--- src/bspline_curve_point_eval_macros.svh ---
// Assertion macros shared by the curve evaluator
`ifndef BSPLINE_CURVE_POINT_EVAL_MACROS_SVH
`define BSPLINE_CURVE_POINT_EVAL_MACROS_SVH
// implication checked on every clock, off during reset
`define BSP_ASSERT_IMPL(label, clk, rst_n, pre, post, msg) \
    label: assert property (@(posedge clk) disable iff (!rst_n) (pre) |-> (post)) \
        else $error(msg);
// next-cycle implication
`define BSP_ASSERT_NEXT(label, clk, rst_n, pre, post, msg) \
    label: assert property (@(posedge clk) disable iff (!rst_n) (pre) |=> (post)) \
        else $error(msg);
`endif

--- src/bsp_pkg.sv ---
// ----------------------------------------------------------------------------
// bsp_pkg
// Shared types and constants of the B-spline curve point evaluator.
// ----------------------------------------------------------------------------
`default_nettype none
package bsp_pkg;
    localparam int NumKnotsDef     = 16;
    localparam int MaxDegreeDef    = 7;
    localparam int FractionBitsDef = 12;
    localparam int PointDepth      = 16;
    localparam int SlotW           = 4;
    localparam int KnotW           = 16;
    localparam int CoordW          = 12;
    localparam int OutW            = 20;

    typedef enum logic [1:0] {
        OP_WR_POINT = 2'd0,
        OP_WR_KNOT  = 2'd1,
        OP_EVAL     = 2'd2,
        OP_NONE     = 2'd3
    } opcode_t;

    typedef enum logic [1:0] {
        ST_OK        = 2'd0,
        ST_FEW       = 2'd1,
        ST_RANGE     = 2'd2,
        ST_KNOTS_LOW = 2'd3
    } status_t;

    localparam logic REG_DEGREE = 1'b0;
    localparam logic REG_COUNT  = 1'b1;
endpackage
`default_nettype wire

--- src/bsp_if.sv ---
// ----------------------------------------------------------------------------
// bsp_in_if / bsp_out_if / bsp_cfg_if
// Valid/ready channels of the curve evaluator.
// ----------------------------------------------------------------------------
`default_nettype none
interface bsp_in_if;
    logic        valid;
    logic        ready;
    logic [1:0]  opcode;
    logic [3:0]  slot;
    logic signed [11:0] point_x;
    logic signed [11:0] point_y;
    logic [15:0] knot_value;
    logic [15:0] param_t;
    modport source (output valid, opcode, slot, point_x, point_y, knot_value, param_t,
                    input ready);
    modport sink (input valid, opcode, slot, point_x, point_y, knot_value, param_t,
                  output ready);
endinterface

interface bsp_out_if;
    logic        valid;
    logic        ready;
    logic signed [19:0] curve_x;
    logic signed [19:0] curve_y;
    logic [1:0]  status;
    modport source (output valid, curve_x, curve_y, status, input ready);
    modport sink (input valid, curve_x, curve_y, status, output ready);
endinterface

interface bsp_cfg_if;
    logic        valid;
    logic        ready;
    logic [0:0]  index;
    logic [3:0]  data;
    modport source (output valid, index, data, input ready);
    modport sink (input valid, index, data, output ready);
endinterface
`default_nettype wire

--- src/bspline_curve_point_eval.sv ---
// Sequence: a write or unused item goes to S_OUT once it is taken; an evaluation
//   first reads the whole knot table and runs its checks, then sets the level-0 basis
//   and walks each basis term with up to two live divisions (30-bit restoring divider),
//   then sums the weighted points and registers the result; the divider sets the time.
// Throughput: one item at a time; the next is taken the cycle after the result goes.
// Reset: asynchronous, active low; afterwards the knot table is refilled, and no item is taken meanwhile.
`default_nettype none
`include "bspline_curve_point_eval_macros.svh"
module bspline_curve_point_eval
    import bsp_pkg::*;
#(
    parameter int NumKnots     = NumKnotsDef,
    parameter int MaxDegree    = MaxDegreeDef,
    parameter int FractionBits = FractionBitsDef
) (
    input wire logic  clk,
    input wire logic  rst_n,
    bsp_in_if.sink    in_ch,
    bsp_out_if.source out_ch,
    bsp_cfg_if.sink   cfg
);
    logic [2:0] degree;
    logic [3:0] point_count;

    bsp_cfg u_cfg (.clk(clk), .rst_n(rst_n), .cfg(cfg),
                   .degree(degree), .point_count(point_count));

    bsp_core #(.NumKnots(NumKnots), .MaxDegree(MaxDegree),
               .FractionBits(FractionBits)) u_core (
        .clk(clk), .rst_n(rst_n), .in_ch(in_ch), .out_ch(out_ch),
        .degree(degree), .point_count(point_count));

    `BSP_ASSERT_IMPL(a_no_take, clk, rst_n, out_ch.valid, !in_ch.ready, "taken while held")
    `BSP_ASSERT_NEXT(a_hold, clk, rst_n, out_ch.valid && !out_ch.ready, out_ch.valid, "drop")
    `BSP_ASSERT_IMPL(a_zero_x, clk, rst_n, out_ch.status != ST_OK, out_ch.curve_x == '0, "x err")
    `BSP_ASSERT_IMPL(a_zero_y, clk, rst_n, out_ch.status != ST_OK, out_ch.curve_y == '0, "y err")
endmodule
`default_nettype wire

--- src/bsp_ram.sv ---
// ----------------------------------------------------------------------------
// bsp_ram
// Generic single-port-write, single-port-read RAM with registered read.
// ----------------------------------------------------------------------------
`default_nettype none
module bsp_ram #(
    parameter int Width = 16,
    parameter int Depth = 16
) (
    input  wire logic                     clk,
    input  wire logic                     we,
    input  wire logic [$clog2(Depth)-1:0] waddr,
    input  wire logic [Width-1:0]         wdata,
    input  wire logic [$clog2(Depth)-1:0] raddr,
    output logic      [Width-1:0]         rdata
);
    logic [Width-1:0] mem [Depth];

    always_ff @(posedge clk)
    begin
        if (we)
        begin
            mem[waddr] <= wdata;
        end
        rdata <= mem[raddr];
    end
endmodule
`default_nettype wire

--- src/bsp_div.sv ---
// ----------------------------------------------------------------------------
// bsp_div
// Restoring divider, one quotient bit per cycle.
// ----------------------------------------------------------------------------
`default_nettype none
module bsp_div #(
    parameter int NumW = 40,
    parameter int DenW = 17
) (
    input  wire logic            clk,
    input  wire logic            rst_n,
    input  wire logic            start,
    input  wire logic [NumW-1:0] num,
    input  wire logic [DenW-1:0] den,
    output logic                 done,
    output logic      [NumW-1:0] quot
);
    localparam int CntW = $clog2(NumW + 1);
    logic [NumW-1:0] q_reg;
    logic [DenW:0]   rem_reg;
    logic [DenW-1:0] den_reg;
    logic [CntW-1:0] cnt_reg;
    logic            busy_reg;
    logic [DenW:0]   shifted;
    logic [DenW:0]   diff;

    always_comb
    begin
        shifted = {rem_reg[DenW-1:0], q_reg[NumW-1]};
        diff    = shifted - {1'b0, den_reg};
    end

    always_ff @(posedge clk or negedge rst_n)
    begin
        if (!rst_n)
        begin
            busy_reg <= 1'b0;
            done     <= 1'b0;
            cnt_reg  <= '0;
        end
        else
        begin
            done <= 1'b0;
            if (start)
            begin
                busy_reg <= 1'b1;
                cnt_reg  <= CntW'(NumW);
            end
            else if (busy_reg)
            begin
                cnt_reg <= cnt_reg - 1'b1;
                if (cnt_reg == CntW'(1))
                begin
                    busy_reg <= 1'b0;
                    done     <= 1'b1;
                end
            end
        end
    end

    always_ff @(posedge clk)
    begin
        if (start)
        begin
            q_reg   <= num;
            rem_reg <= '0;
            den_reg <= den;
        end
        else if (busy_reg)
        begin
            if (!diff[DenW])
            begin
                rem_reg <= diff;
                q_reg   <= {q_reg[NumW-2:0], 1'b1};
            end
            else
            begin
                rem_reg <= shifted;
                q_reg   <= {q_reg[NumW-2:0], 1'b0};
            end
        end
    end

    assign quot = q_reg;
endmodule
`default_nettype wire

--- src/bsp_core.sv ---
// ----------------------------------------------------------------------------
// bsp_core
// Sequencer: table writes, checks, Cox-de Boor walk and weighted sum.
// ----------------------------------------------------------------------------
`default_nettype none
module bsp_core
    import bsp_pkg::*;
#(
    parameter int NumKnots     = NumKnotsDef,
    parameter int MaxDegree    = MaxDegreeDef,
    parameter int FractionBits = FractionBitsDef
) (
    input  wire logic clk,
    input  wire logic rst_n,
    bsp_in_if.sink    in_ch,
    bsp_out_if.source out_ch,
    input  wire logic [2:0] degree,
    input  wire logic [3:0] point_count
);
    localparam int KA  = $clog2(NumKnots);
    localparam int PA  = $clog2(PointDepth);
    localparam int BW  = FractionBits + 1;
    localparam int NW  = KnotW + 1 + BW;
    localparam int AccW = BW + CoordW + 5;
    localparam int Sh  = FractionBits - 8;
    localparam logic [BW-1:0] One = BW'(1) << FractionBits;
    localparam int DegW = 4;
    localparam logic [DegW-1:0] MaxD = DegW'(MaxDegree > 7 ? 7 : MaxDegree);

    typedef enum logic [3:0] {
        S_IDLE, S_KREQ, S_KWAIT, S_WB, S_CHK, S_L0,
        S_TA, S_DA, S_TB, S_DB, S_SUMREQ, S_SUMWAIT, S_SUMMUL, S_OUT
    } state_t;

    state_t state_reg;
    logic [KnotW-1:0] knots_reg [NumKnots];
    logic [BW-1:0]    basis_reg [NumKnots];
    logic [KA:0]      kidx_reg;
    logic [KnotW-1:0] t_reg;
    logic [DegW-1:0]  d_reg;
    logic [4:0]       last_reg;
    logic [3:0]       p_reg;
    logic [DegW-1:0]  n_reg;
    logic [KA:0]      j_reg;
    logic [BW:0]      v_reg;
    logic [NW-1:0]    num_reg;
    logic [KnotW:0]   den_reg;
    logic             div_start_reg;
    logic             div_done;
    logic [NW-1:0]    div_q;
    logic signed [AccW-1:0] ax_reg, ay_reg;
    logic signed [BW+CoordW:0] mx_reg, my_reg;
    logic             out_valid_reg;
    logic signed [OutW-1:0] ox_reg, oy_reg;
    logic [1:0]       st_reg;

    // knot RAM
    logic                 k_we;
    logic [KA-1:0]        k_waddr, k_raddr;
    logic [KnotW-1:0]     k_wdata, k_rdata;
    logic                 init_reg;
    logic [KA:0]          init_cnt_reg;
    // point RAM
    logic                 p_we;
    logic [PA-1:0]        p_raddr;
    logic [2*CoordW-1:0]  p_rdata;

    logic accept;
    assign accept = in_ch.valid && in_ch.ready;
    assign in_ch.ready = (state_reg == S_IDLE) && !out_valid_reg && !init_reg;

    assign k_we    = init_reg || (accept && in_ch.opcode == OP_WR_KNOT
                                  && 32'(in_ch.slot) < NumKnots);
    assign k_waddr = init_reg ? init_cnt_reg[KA-1:0] : KA'(in_ch.slot);
    assign k_wdata = init_reg ? KnotW'(32'(init_cnt_reg) << 12) : in_ch.knot_value;
    assign k_raddr = kidx_reg[KA-1:0];
    assign p_we    = accept && in_ch.opcode == OP_WR_POINT;
    assign p_raddr = PA'(j_reg);

    bsp_ram #(.Width(KnotW), .Depth(NumKnots)) u_knot_ram (
        .clk(clk), .we(k_we), .waddr(k_waddr), .wdata(k_wdata),
        .raddr(k_raddr), .rdata(k_rdata));

    bsp_ram #(.Width(2*CoordW), .Depth(PointDepth)) u_point_ram (
        .clk(clk), .we(p_we), .waddr(in_ch.slot),
        .wdata({in_ch.point_x, in_ch.point_y}),
        .raddr(p_raddr), .rdata(p_rdata));

    bsp_div #(.NumW(NW), .DenW(KnotW+1)) u_div (
        .clk(clk), .rst_n(rst_n), .start(div_start_reg),
        .num(num_reg), .den(den_reg), .done(div_done), .quot(div_q));

    // term operands for the current (j, n)
    logic [KA:0] jn, jn1;
    logic [KnotW-1:0] ki, kin, ki1, kin1;
    logic signed [KnotW+1:0] spa, spb, nma, nmb;
    always_comb
    begin
        jn   = j_reg + (KA+1)'(n_reg);
        jn1  = jn + 1'b1;
        ki   = knots_reg[j_reg[KA-1:0]];
        ki1  = knots_reg[KA'(j_reg + 1'b1)];
        kin  = knots_reg[jn[KA-1:0]];
        kin1 = knots_reg[jn1[KA-1:0]];
        spa  = $signed({2'b0, kin}) - $signed({2'b0, ki});
        nma  = $signed({2'b0, t_reg}) - $signed({2'b0, ki});
        spb  = $signed({2'b0, kin1}) - $signed({2'b0, ki1});
        nmb  = $signed({2'b0, kin1}) - $signed({2'b0, t_reg});
        if (nma < 0) nma = '0;
        if (nma > spa) nma = spa;
        if (nmb < 0) nmb = '0;
        if (nmb > spb) nmb = spb;
    end

    // output conversion with floor shift and saturation
    function automatic logic signed [OutW-1:0] to_out(input logic signed [AccW-1:0] a);
        logic signed [AccW-1:0] r;
        r = a >>> Sh;
        if (r > AccW'(524287)) return OutW'(524287);
        if (r < -AccW'(524288)) return OutW'(-524288);
        return r[OutW-1:0];
    endfunction

    logic [DegW-1:0] d_eff;
    always_comb
    begin
        d_eff = {1'b0, degree};
        if (d_eff > MaxD) d_eff = MaxD;
        if (d_eff < DegW'(1)) d_eff = DegW'(1);
    end

    always_ff @(posedge clk or negedge rst_n)
    begin
        if (!rst_n)
        begin
            state_reg     <= S_IDLE;
            out_valid_reg <= 1'b0;
            div_start_reg <= 1'b0;
            init_reg      <= 1'b1;
            init_cnt_reg  <= '0;
            ox_reg        <= '0;
            oy_reg        <= '0;
            st_reg        <= ST_OK;
        end
        else
        begin
            div_start_reg <= 1'b0;
            if (init_reg)
            begin
                init_cnt_reg <= init_cnt_reg + 1'b1;
                if (init_cnt_reg == (KA+1)'(NumKnots - 1)) init_reg <= 1'b0;
            end
            if (out_valid_reg && out_ch.ready) out_valid_reg <= 1'b0;
            unique case (state_reg)
                S_IDLE:
                begin
                    if (accept)
                    begin
                        ox_reg <= '0; oy_reg <= '0; st_reg <= ST_OK;
                        t_reg  <= in_ch.param_t;
                        if (in_ch.opcode == OP_EVAL)
                        begin
                            d_reg    <= d_eff;
                            p_reg    <= point_count;
                            last_reg <= 5'(point_count) + 5'(d_eff);
                            kidx_reg <= '0;
                            state_reg <= S_KREQ;
                        end
                        else
                        begin
                            state_reg <= S_OUT;
                        end
                    end
                end
                S_KREQ:
                begin
                    // read whole knot table into the working row
                    kidx_reg  <= kidx_reg + 1'b1;
                    state_reg <= S_KWAIT;
                end
                S_KWAIT:
                begin
                    knots_reg[KA'(kidx_reg - 1'b1)] <= k_rdata;
                    if (kidx_reg == (KA+1)'(NumKnots)) state_reg <= S_CHK;
                    else
                    begin
                        kidx_reg <= kidx_reg + 1'b1;
                    end
                end
                S_CHK:
                begin
                    if ({1'b0, d_reg} + 5'd1 > 5'(p_reg))
                    begin
                        st_reg <= ST_FEW; state_reg <= S_OUT;
                    end
                    else if (32'(last_reg) + 1 > NumKnots)
                    begin
                        st_reg <= ST_KNOTS_LOW; state_reg <= S_OUT;
                    end
                    else if (t_reg < knots_reg[KA'(d_reg)] || t_reg >= knots_reg[KA'(p_reg)])
                    begin
                        st_reg <= ST_RANGE; state_reg <= S_OUT;
                    end
                    else
                    begin
                        j_reg <= '0; state_reg <= S_L0;
                    end
                end
                S_L0:
                begin
                    basis_reg[j_reg[KA-1:0]] <= (t_reg >= ki && t_reg < ki1) ? One : '0;
                    if (j_reg + 1'b1 == (KA+1)'(last_reg))
                    begin
                        j_reg <= '0; n_reg <= DegW'(1); state_reg <= S_TA;
                    end
                    else j_reg <= j_reg + 1'b1;
                end
                S_TA:
                begin
                    v_reg <= '0;
                    if (spa > 0 && basis_reg[j_reg[KA-1:0]] != '0)
                    begin
                        num_reg <= NW'(nma[KnotW:0]) * NW'(basis_reg[j_reg[KA-1:0]]);
                        den_reg <= spa[KnotW:0];
                        div_start_reg <= 1'b1;
                        state_reg <= S_DA;
                    end
                    else state_reg <= S_TB;
                end
                S_DA:
                begin
                    if (div_done)
                    begin
                        v_reg <= (BW+1)'(div_q);
                        state_reg <= S_TB;
                    end
                end
                S_TB:
                begin
                    if (spb > 0 && basis_reg[KA'(j_reg + 1'b1)] != '0)
                    begin
                        num_reg <= NW'(nmb[KnotW:0]) * NW'(basis_reg[KA'(j_reg + 1'b1)]);
                        den_reg <= spb[KnotW:0];
                        div_start_reg <= 1'b1;
                        state_reg <= S_DB;
                    end
                    else state_reg <= S_WB;
                end
                S_DB:
                begin
                    if (div_done)
                    begin
                        v_reg <= v_reg + (BW+1)'(div_q);
                        state_reg <= S_WB;
                    end
                end
                S_WB:
                begin
                    // write back the clamped sum, then advance along the row
                    basis_reg[j_reg[KA-1:0]] <= (v_reg > (BW+1)'(One)) ? One : v_reg[BW-1:0];
                    if (j_reg + (KA+1)'(n_reg) + 1'b1 == (KA+1)'(last_reg))
                    begin
                        j_reg <= '0;
                        if (n_reg == d_reg)
                        begin
                            ax_reg <= '0; ay_reg <= '0; state_reg <= S_SUMREQ;
                        end
                        else
                        begin
                            n_reg <= n_reg + 1'b1; state_reg <= S_TA;
                        end
                    end
                    else
                    begin
                        j_reg <= j_reg + 1'b1; state_reg <= S_TA;
                    end
                end
                S_SUMREQ: state_reg <= S_SUMWAIT;
                S_SUMWAIT:
                begin
                    mx_reg <= $signed({1'b0, basis_reg[j_reg[KA-1:0]]})
                              * $signed(p_rdata[2*CoordW-1:CoordW]);
                    my_reg <= $signed({1'b0, basis_reg[j_reg[KA-1:0]]})
                              * $signed(p_rdata[CoordW-1:0]);
                    state_reg <= S_SUMMUL;
                end
                S_SUMMUL:
                begin
                    ax_reg <= ax_reg + AccW'(mx_reg);
                    ay_reg <= ay_reg + AccW'(my_reg);
                    if (j_reg + 1'b1 == (KA+1)'(p_reg))
                    begin
                        ox_reg <= to_out(ax_reg + AccW'(mx_reg));
                        oy_reg <= to_out(ay_reg + AccW'(my_reg));
                        state_reg <= S_OUT;
                    end
                    else
                    begin
                        j_reg <= j_reg + 1'b1; state_reg <= S_SUMREQ;
                    end
                end
                S_OUT:
                begin
                    out_valid_reg <= 1'b1;
                    state_reg <= S_IDLE;
                end
                default: state_reg <= S_IDLE;
            endcase
        end
    end

    assign out_ch.valid   = out_valid_reg;
    assign out_ch.curve_x = (st_reg == ST_OK) ? ox_reg : '0;
    assign out_ch.curve_y = (st_reg == ST_OK) ? oy_reg : '0;
    assign out_ch.status  = st_reg;
endmodule
`default_nettype wire

--- src/bsp_cfg.sv ---
// ----------------------------------------------------------------------------
// bsp_cfg
// Configuration registers: degree and point count.
// ----------------------------------------------------------------------------
`default_nettype none
module bsp_cfg
    import bsp_pkg::*;
(
    input  wire logic clk,
    input  wire logic rst_n,
    bsp_cfg_if.sink   cfg,
    output logic [2:0] degree,
    output logic [3:0] point_count
);
    assign cfg.ready = 1'b1;
    always_ff @(posedge clk or negedge rst_n)
    begin
        if (!rst_n)
        begin
            degree      <= 3'd3;
            point_count <= 4'd0;
        end
        else if (cfg.valid)
        begin
            if (cfg.index == REG_DEGREE) degree <= cfg.data[2:0];
            else point_count <= cfg.data;
        end
    end
endmodule
`default_nettype wire
--- src/flat_wrapper.sv ---
// flat-port wrapper written by rule: the top's interface ports become plain ports
module bspline_curve_point_eval_flat import bsp_pkg::*;
#(
    parameter int NumKnots     = NumKnotsDef,
    parameter int MaxDegree    = MaxDegreeDef,
    parameter int FractionBits = FractionBitsDef
)
  (clk, rst_n, in_ch_valid, in_ch_opcode, in_ch_slot, in_ch_point_x, in_ch_point_y, in_ch_knot_value, in_ch_param_t, in_ch_ready, out_ch_valid, out_ch_curve_x, out_ch_curve_y, out_ch_status, out_ch_ready, cfg_valid, cfg_index, cfg_data, cfg_ready);
  bsp_in_if in_ch_i ();
  bsp_out_if out_ch_i ();
  bsp_cfg_if cfg_i ();
  input wire logic clk;
  input wire logic rst_n;
  input wire logic [$bits(in_ch_i.valid)-1:0] in_ch_valid;
  input wire logic [$bits(in_ch_i.opcode)-1:0] in_ch_opcode;
  input wire logic [$bits(in_ch_i.slot)-1:0] in_ch_slot;
  input wire logic [$bits(in_ch_i.point_x)-1:0] in_ch_point_x;
  input wire logic [$bits(in_ch_i.point_y)-1:0] in_ch_point_y;
  input wire logic [$bits(in_ch_i.knot_value)-1:0] in_ch_knot_value;
  input wire logic [$bits(in_ch_i.param_t)-1:0] in_ch_param_t;
  output wire logic [$bits(in_ch_i.ready)-1:0] in_ch_ready;
  output wire logic [$bits(out_ch_i.valid)-1:0] out_ch_valid;
  output wire logic [$bits(out_ch_i.curve_x)-1:0] out_ch_curve_x;
  output wire logic [$bits(out_ch_i.curve_y)-1:0] out_ch_curve_y;
  output wire logic [$bits(out_ch_i.status)-1:0] out_ch_status;
  input wire logic [$bits(out_ch_i.ready)-1:0] out_ch_ready;
  input wire logic [$bits(cfg_i.valid)-1:0] cfg_valid;
  input wire logic [$bits(cfg_i.index)-1:0] cfg_index;
  input wire logic [$bits(cfg_i.data)-1:0] cfg_data;
  output wire logic [$bits(cfg_i.ready)-1:0] cfg_ready;
  assign in_ch_i.valid = in_ch_valid;
  assign in_ch_i.opcode = in_ch_opcode;
  assign in_ch_i.slot = in_ch_slot;
  assign in_ch_i.point_x = in_ch_point_x;
  assign in_ch_i.point_y = in_ch_point_y;
  assign in_ch_i.knot_value = in_ch_knot_value;
  assign in_ch_i.param_t = in_ch_param_t;
  assign in_ch_ready = in_ch_i.ready;
  assign out_ch_valid = out_ch_i.valid;
  assign out_ch_curve_x = out_ch_i.curve_x;
  assign out_ch_curve_y = out_ch_i.curve_y;
  assign out_ch_status = out_ch_i.status;
  assign out_ch_i.ready = out_ch_ready;
  assign cfg_i.valid = cfg_valid;
  assign cfg_i.index = cfg_index;
  assign cfg_i.data = cfg_data;
  assign cfg_ready = cfg_i.ready;
  bspline_curve_point_eval #(.NumKnots(NumKnots), .MaxDegree(MaxDegree), .FractionBits(FractionBits)) u_core (.clk(clk), .rst_n(rst_n), .in_ch(in_ch_i), .out_ch(out_ch_i), .cfg(cfg_i));
endmodule
--- config.mk ---
export PLATFORM = sky130hd
export DESIGN_NAME = bspline_curve_point_eval_flat
export DESIGN_NICKNAME = d
export VERILOG_FILES = /design/src/bsp_pkg.sv /design/src/bsp_if.sv /design/src/bspline_curve_point_eval.sv /design/src/bsp_ram.sv /design/src/bsp_div.sv /design/src/bsp_core.sv /design/src/bsp_cfg.sv /design/src/flat_wrapper.sv
export VERILOG_INCLUDE_DIRS = /design/src /design/src/src
export SDC_FILE = /design/constraint.sdc
export NUM_CORES = 2
export LEC_CHECK = 0
export BUFFER_PORTS_ARGS = -buffer_cell sky130_fd_sc_hd__clkbuf_2
export CORE_UTILIZATION = 48
export DETAILED_ROUTE_END_ITERATION = 12
export HOLD_SLACK_MARGIN = 0.12
export PLACE_DENSITY = 0.69
export SYNTH_ARGS = -nofsm -noshare
export SYNTH_HDL_FRONTEND = slang
export SYNTH_SLANG_ARGS = --single-unit
--- constraint.sdc ---
create_clock -name clk -period 14.5 [get_ports clk]
set_clock_uncertainty 0.15 [all_clocks]
set_input_delay 2.9 -clock clk [delete_from_list [all_inputs] [get_ports clk]]
set_output_delay 2.9 -clock clk [all_outputs]
set_load 0.05 [all_outputs]
* After elaboration in Yosys (flattened, before gate mapping)
Memory sizes are Yosys's and may differ from the RTL's. A register that Yosys moved wholly into a read port is not among the register bits.
Index checks and enable logic that the tools add are counted.
** Cells by class
- Multiply operators :: 4
- Add/sub/neg operators :: 19
- Multiplexer cells :: 120
- Reduce and logical (&&, ||, !) cells :: 45
- Magnitude comparators :: 18
- Bitwise operators :: 2
- Equality and inequality tests :: 40
** Operators by type and width (number)
- 2-to-1 mux 20 bit :: 13
- 2-to-1 mux 30 bit :: 6
- one-hot mux 30 bit (2 select lines) :: 3
- 2-to-1 mux 17 bit :: 5
- 2-to-1 mux 4 bit :: 21
- one-hot mux 20 bit (2 select lines) :: 2
- subtractor 16 x 16 -> 17 bit :: 4
- adder 30 x 26 -> 30 bit :: 2
- multiplier 17 x 13 -> 30 bit :: 2
- 2-to-1 mux 5 bit :: 11
- greater-than comparator 26 x 20 -> 1 bit, second input constant :: 2
- < comparator 26 x 20 -> 1 bit, second input constant :: 2
- multiplier 14 x 12 -> 26 bit :: 2
- one-hot mux 4 bit (13 select lines) :: 1
- one-hot mux 14 bit (3 select lines) :: 1
- 2-to-1 mux 13 bit :: 3
- 2-to-1 mux 1 bit :: 37
- greater-than comparator 18 x 17 -> 1 bit :: 2
- 2-to-1 mux 18 bit :: 2
- greater-than comparator 17 x 1 -> 1 bit, second input constant :: 2
- < comparator 17 x 1 -> 1 bit, second input constant :: 2
- one-hot mux 17 bit (2 select lines) :: 1
- greater-or-equal comparator 16 bit :: 2
- < comparator 16 bit :: 2
- 54 further kinds :: 118
** Word-level totals
- RAM bits :: 1104
- Bits of input ports :: 72
- Register bits after elaboration :: 348
- Logic and storage cells :: 282
- Output and inout port bits :: 45
- Memories :: 4
** Memories
- u_core.u_core.u_point_ram.mem :: depth 16, bits a word 24, rd ports 1, clocked after Yosys merged registers in 1, write ports 1, RTL line bsp_ram.sv:17 : logic [Width-1:0] mem [Depth];
- u_core.u_core.knots_reg :: depth 16, bits a word 16, rd ports 6, clocked after Yosys merged registers in 3, write ports 1, RTL line bsp_core.sv:36 : logic [KnotW-1:0] knots_reg [NumKnots];
- u_core.u_core.u_knot_ram.mem :: depth 16, bits a word 16, rd ports 1, clocked after Yosys merged registers in 1, write ports 1, RTL line bsp_ram.sv:17
- u_core.u_core.basis_reg :: depth 16, bits a word 13, rd ports 2, clocked after Yosys merged registers in 1, write ports 1, RTL line bsp_core.sv:37 : logic [BW-1:0] basis_reg [NumKnots];

* Longest topological paths before layout
- Word-level depth :: 12
- Gate-level depth with buffers :: 58
- Gate-level depth less buffers :: 50

* Hierarchy
Synthesis repeated with hierarchy kept, for this count alone.
** Second synthesis, totals
- Cells, all modules :: 7781
- Area, all modules :: 101957.8 µm²
** By module, submodules not included
- bsp_core :: cells each 6360, instances 1, area each 72896.2 µm², seq. area each 21962.3 µm²
- bsp_ram at u_core.u_core.u_point_ram :: cells each 636, instances 1, area each 14930.6 µm², seq. area each 12011.5 µm²
- bsp_ram at u_core.u_core.u_knot_ram :: cells each 432, instances 1, area each 10043.4 µm², seq. area each 8007.7 µm²
- bsp_div :: cells each 335, instances 1, area each 3784.9 µm², seq. area each 1926.8 µm²
- bsp_cfg :: cells each 18, instances 1, area each 302.8 µm², seq. area each 177.7 µm²

* Worst setup path after synthesis
OpenSTA, ideal clock, no wires.
- Kind :: register to register
- From :: register u_core.u_core.j_reg[0]
- To :: register u_core.u_core.num_reg[28] (data pin)
- Required time :: 14.080 ns
- Buffers on the path :: 13
- Period minus slack after synthesis :: 14.106 ns
- Arrival :: 13.686 ns
- Stages on the path, launching flop included :: 56
- Library setup time :: 0.270 ns
- Setup slack :: 0.394 ns
- Cells stage by stage :: edfxtp_1 > buf_4 > buf_4 > buf_4 > buf_4 > buf_2 > buf_1 > clkbuf_1 > inv_1 > ha_1 > buf_2 > buf_2 > buf_2 > buf_2 > buf_1 > mux4_2 > mux4_2 > inv_1 > (+20 left out) > fa_1 > inv_1 > fa_1 > inv_1 > fa_1 > fa_1 > inv_1 > ha_1 > o21a_1 > a21oi_1 > o21ai_0 > a41o_1 > o41ai_1 > o31ai_1 > o41ai_1 > o21ai_0 > xnor2_1 > a21oi_1
** On the way
- Longest elaborated chain between the ends :: 11
- Elaborated cells between the ends (all ways) :: 19
- Classes of those cells :: add/sub: 6; mul: 2; order compare: 3; mux: 6; memory: 2
** Ends and longest elaborated chain
- start, declared :: RTL line bsp_core.sv:44 : logic [KA:0] j_reg;
- start signal, assigned :: RTL line bsp_core.sv:216 : else j_reg <= j_reg + 1'b1;
- adder 5 x 4 -> 5 bit
- adder 5 x 1 -> 5 bit
- memory read (16 x 16 bit)
- subtractor 16 x 16 -> 17 bit :: RTL line bsp_core.sv:108 : nmb = $signed({2'b0, kin1}) - $signed({2'b0, t_reg});
- < comparator 17 x 1 -> 1 bit :: RTL line bsp_core.sv:111 : if (nmb < 0) nmb = '0;
- 2-to-1 mux 18 bit :: RTL line bsp_core.sv:111
- greater-than comparator 18 x 17 -> 1 bit :: RTL line bsp_core.sv:112 : if (nmb > spb) nmb = spb;
- 2-to-1 mux 17 bit :: RTL line bsp_core.sv:112
- multiplier 17 x 13 -> 30 bit :: RTL line bsp_core.sv:242 : num_reg <= NW'(nmb[KnotW:0]) * NW'(basis_reg[KA'(j_reg + 1'b1)]);
- 2-to-1 mux 30 bit :: RTL line bsp_core.sv:240 : if (spb > 0 && basis_reg[KA'(j_reg + 1'b1)] != '0)
- one-hot mux 30 bit (2 select lines) * :: RTL line bsp_core.sv:154 : unique case (state_reg)
- end signal, assigned :: RTL line bsp_core.sv:223 : num_reg <= NW'(nma[KnotW:0]) * NW'(basis_reg[j_reg[KA-1:0]]);
- end signal, assigned :: RTL line bsp_core.sv:242
- end, declared :: RTL line bsp_core.sv:46 : logic [NW-1:0] num_reg;
Every way passes the cells marked *; elsewhere a longest branch is shown, timed or not. The select of a mux whose other input is x is not followed.
A chain may end at the register's enable or synchronous reset.

* Worst setup path in the final report
- From :: register u_core.u_core.n_reg[0]
- To :: register u_core.u_core.num_reg[22] (data pin)
** On the way
- Longest elaborated chain between the ends :: 11
- Elaborated cells between the ends (all ways) :: 17
- Classes of those cells :: add/sub: 5; mul: 2; order compare: 3; mux: 6; memory: 1
** Ends and longest elaborated chain
- start, declared :: RTL line bsp_core.sv:43 : logic [DegW-1:0] n_reg;
- start signal, assigned :: RTL line bsp_core.sv:214 : j_reg <= '0; n_reg <= DegW'(1); state_reg <= S_TA;
- start signal, assigned :: RTL line bsp_core.sv:270 : n_reg <= n_reg + 1'b1; state_reg <= S_TA;
- adder 5 x 4 -> 5 bit *
- adder 5 x 1 -> 5 bit
- memory read (16 x 16 bit) *
- subtractor 16 x 16 -> 17 bit :: RTL line bsp_core.sv:108
- < comparator 17 x 1 -> 1 bit :: RTL line bsp_core.sv:111
- 2-to-1 mux 18 bit :: RTL line bsp_core.sv:111
- greater-than comparator 18 x 17 -> 1 bit :: RTL line bsp_core.sv:112
- 2-to-1 mux 17 bit :: RTL line bsp_core.sv:112
- multiplier 17 x 13 -> 30 bit :: RTL line bsp_core.sv:242
- 2-to-1 mux 30 bit :: RTL line bsp_core.sv:240
- one-hot mux 30 bit (2 select lines) * :: RTL line bsp_core.sv:154
Marks and branches as above.

==> impl_metrics.env <==
export IMPL_dr_wl_met3_mm=26.1
export IMPL_ant_nets=0
export IMPL_syn_avg_cell_area_um2=13.2
export IMPL_dpl_hpwl_mm=192
export IMPL_grt_usage_pct=26.0
export IMPL_synth_area_leaders="edfxtp_1 40%, mux4_2 16%, fa_1 11%"
export IMPL_status="finished, final reports clean"
export IMPL_syn_nets=8925
export IMPL_vias=66200
export IMPL_endpoint_kind="flip-flop"
export IMPL_fmaxAchievable_mhz=72.3
export IMPL_clk_latency_ps=840
export IMPL_wl_met1_mm=108
export IMPL_tightest_slew_ps=1280
export IMPL_r2r_cells=42
export IMPL_die_x_um=463
export IMPL_cts_max_path_buffers=3
export IMPL_rsz0062_at_grt="false"
export IMPL_cts_root_buf="clkbuf_16"
export IMPL_fin_ws_ps=662
export IMPL_synth_flop_cell="edfxtp_1"
export IMPL_clock_sinks=1502
export IMPL_drtPass1Iterations=8
export IMPL_synth_top_area_share_pct=40.2
export IMPL_ys_ff_latch=1502
export IMPL_cap_violations=0
export IMPL_cts_max_level=4
export IMPL_pre_cts_ws_ps=-215
export IMPL_grt_max_degree=131
export IMPL_maxSlewViolCount=0
export IMPL_ios=117
export IMPL_synthToLayoutAreaGrowth_pct=9.58
export IMPL_start_util_pct=48.5
export IMPL_die_area_mm2=0.214
export IMPL_grt_pass1_wl_mm=421
export IMPL_routed_wirelength_mm=278
export IMPL_grt_remaining_overflow=0
export IMPL_post_route_min_period_ps=13840
export IMPL_fin_cells=10700
export IMPL_clkTransAtPathRegs_ps=60
export IMPL_synthCells=7727
export IMPL_finalHoldViolCount=0
export IMPL_max_stage_delay_ps=780
export IMPL_synth_distinct_cells=94
export IMPL_worstSetupPathType="flip-flop to flip-flop"
export IMPL_drcViolationCount=0
export IMPL_synth_top_cell_by_area="edfxtp_1"
export IMPL_worst_path_max_fanout=39
export IMPL_arrival_ps=14190
export IMPL_setup_viol=0
export IMPL_async_flop_share_pct=4.53
export IMPL_fp_row_count=168
export IMPL_grt_pass1_vias=67800
export IMPL_wire_per_inst_um=26.0
export IMPL_synth_area_mm2=0.102
export IMPL_layout_drive_gt1_share_pct=18.2
export IMPL_drtIter0Drc=7305
export IMPL_nets=8970
export IMPL_largest_reg_flops=384
export IMPL_fp_coreArea_mm2=0.210
export IMPL_via_per_inst=6.17
export IMPL_die_height_um=463
export IMPL_cp_required_ps=14850
export IMPL_finalCritPeriodShare_pct=95.4
export IMPL_routabilityCongestion=0.945
export IMPL_top_layer="met5"
export IMPL_fin_util_pct=53.1
export IMPL_hold_depth=0
export IMPL_fin_hold_ws_ps=264
export IMPL_synth_edff_count=1366
export IMPL_ys_seq_area_share_pct=43.3
export IMPL_dp_cells=10400
export IMPL_cts_made_buffers=159
export IMPL_grt_antenna_before_repair=30
export IMPL_cts_tree="built"
export IMPL_met2_length_mm=131
export IMPL_crit_path_start_kind="flip-flop"
export IMPL_ys_warn_count=0
export IMPL_io_buffers=115
export IMPL_maxSlewHeadroom_pct=14.8
export IMPL_cp_slowest_cell="fa_4"
export IMPL_hold_class="flip-flop to flip-flop"
-- cell type report --
class                           instances  area [µm²]
Multi-Input combinational cell       4986       53700
Timing Repair Buffer                  256        1690
Clock buffer                          215        4430
Inverter                              867        3250
Sequential cell                      1502       44100
Fill cell                           17200       98500
Tap cell                             2805        3510
Clock inverter                         82         957
Antenna cell                            7        17.5
-- synthesized netlist by cell type, drive strengths merged, types with 140 or more instances --
cell type / n
xnor2: 140
clkbuf: 253
o21ai: 173
and2: 263
fa: 562
nor2: 407
nand2: 699
a21oi: 209
edfxtp: 1366
mux4: 732
inv: 866
ha: 564
-- per-layer routing --
layer | up-vias | GRT usage [%]
li1 | 28400 | -
met1 | 33800 | 34.0
met2 | 3259 | 41.5
met3 | 674 | 6.15
met4 | 34 | 11.2
met5 | - | 0
-- layout by cell type (no fill, tap or decap), types with 151 or more instances in the layout --
cell type     n
clkbuf_16   162
o21ai_0     151
edfxtp_1   1366
mux4_2      731
inv_1       866
a21oi_1     207
nor2_1      371
and2_1      263
fa_1        561
nand2_1     698
ha_1        562
-- final timing paths --
| check | from | to | slack, ps |
|---|---|---|---|
| worst max-delay path | u_core.u_core.n_reg[0] | u_core.u_core.num_reg[22] | 660 |
| worst min-delay path | u_core.u_core.den_reg[6] | u_core.u_core.u_div.den_reg[6] | 260 |
| worst max register to register | u_core.u_core.n_reg[0] | u_core.u_core.num_reg[22] | 660 |
| worst min register to register | u_core.u_core.den_reg[6] | u_core.u_core.u_div.den_reg[6] | 260 |
| max in group asynchronous | rst_n | u_core.u_core.u_div.cnt_reg[2] | 11170 |
| min in group asynchronous | rst_n | u_core.u_core.state_reg[1] | 1890 |
-- logic make-up after synthesis --
| family | share of synthesized area [%] |
|---|---|
| and+or+nand+nor | 8.62 |
| DFF | 43.3 |
| buffers and inverters | 4.67 |
| adders and majority gates | 18.0 |
| AOI/OAI and AO/OA | 5.89 |
| muxes | 17.7 |
| xor gates and xnor gates | 1.90 |
| other | 0.00368 |
-- metrics by stage --
step | setup TNS, ps | instance area [µm²]
after floorplan | 0 | 102000
after global placement | -495 | 106000
after detailed placement | -771 | 106000
after CTS | 0 | 112000
after global routing | 0 | 112000
final | 0 | 112000
-- timing repair --
item                       4_1_cts  5_1_grt
resized for setup                2       18
setup endpoints to repair        7       13
setup buffers                    0        5
hold buffers                     0        0
pin swaps                        0        1
-- critical path: cells and delay by family, from the launching register on --
kind / cells / cell delay, ps
buf+inv: 7 / 1160
xor+xnor: 2 / 480
flops: 1 / 500
mux: 3 / 1850
fa+ha+maj: 10 / 4560
simple gates: 1 / 140
compound gates: 19 / 4580
Power is not shown: default switching activity piles up to over one toggle a cycle in this logic, so the estimate is an artifact.
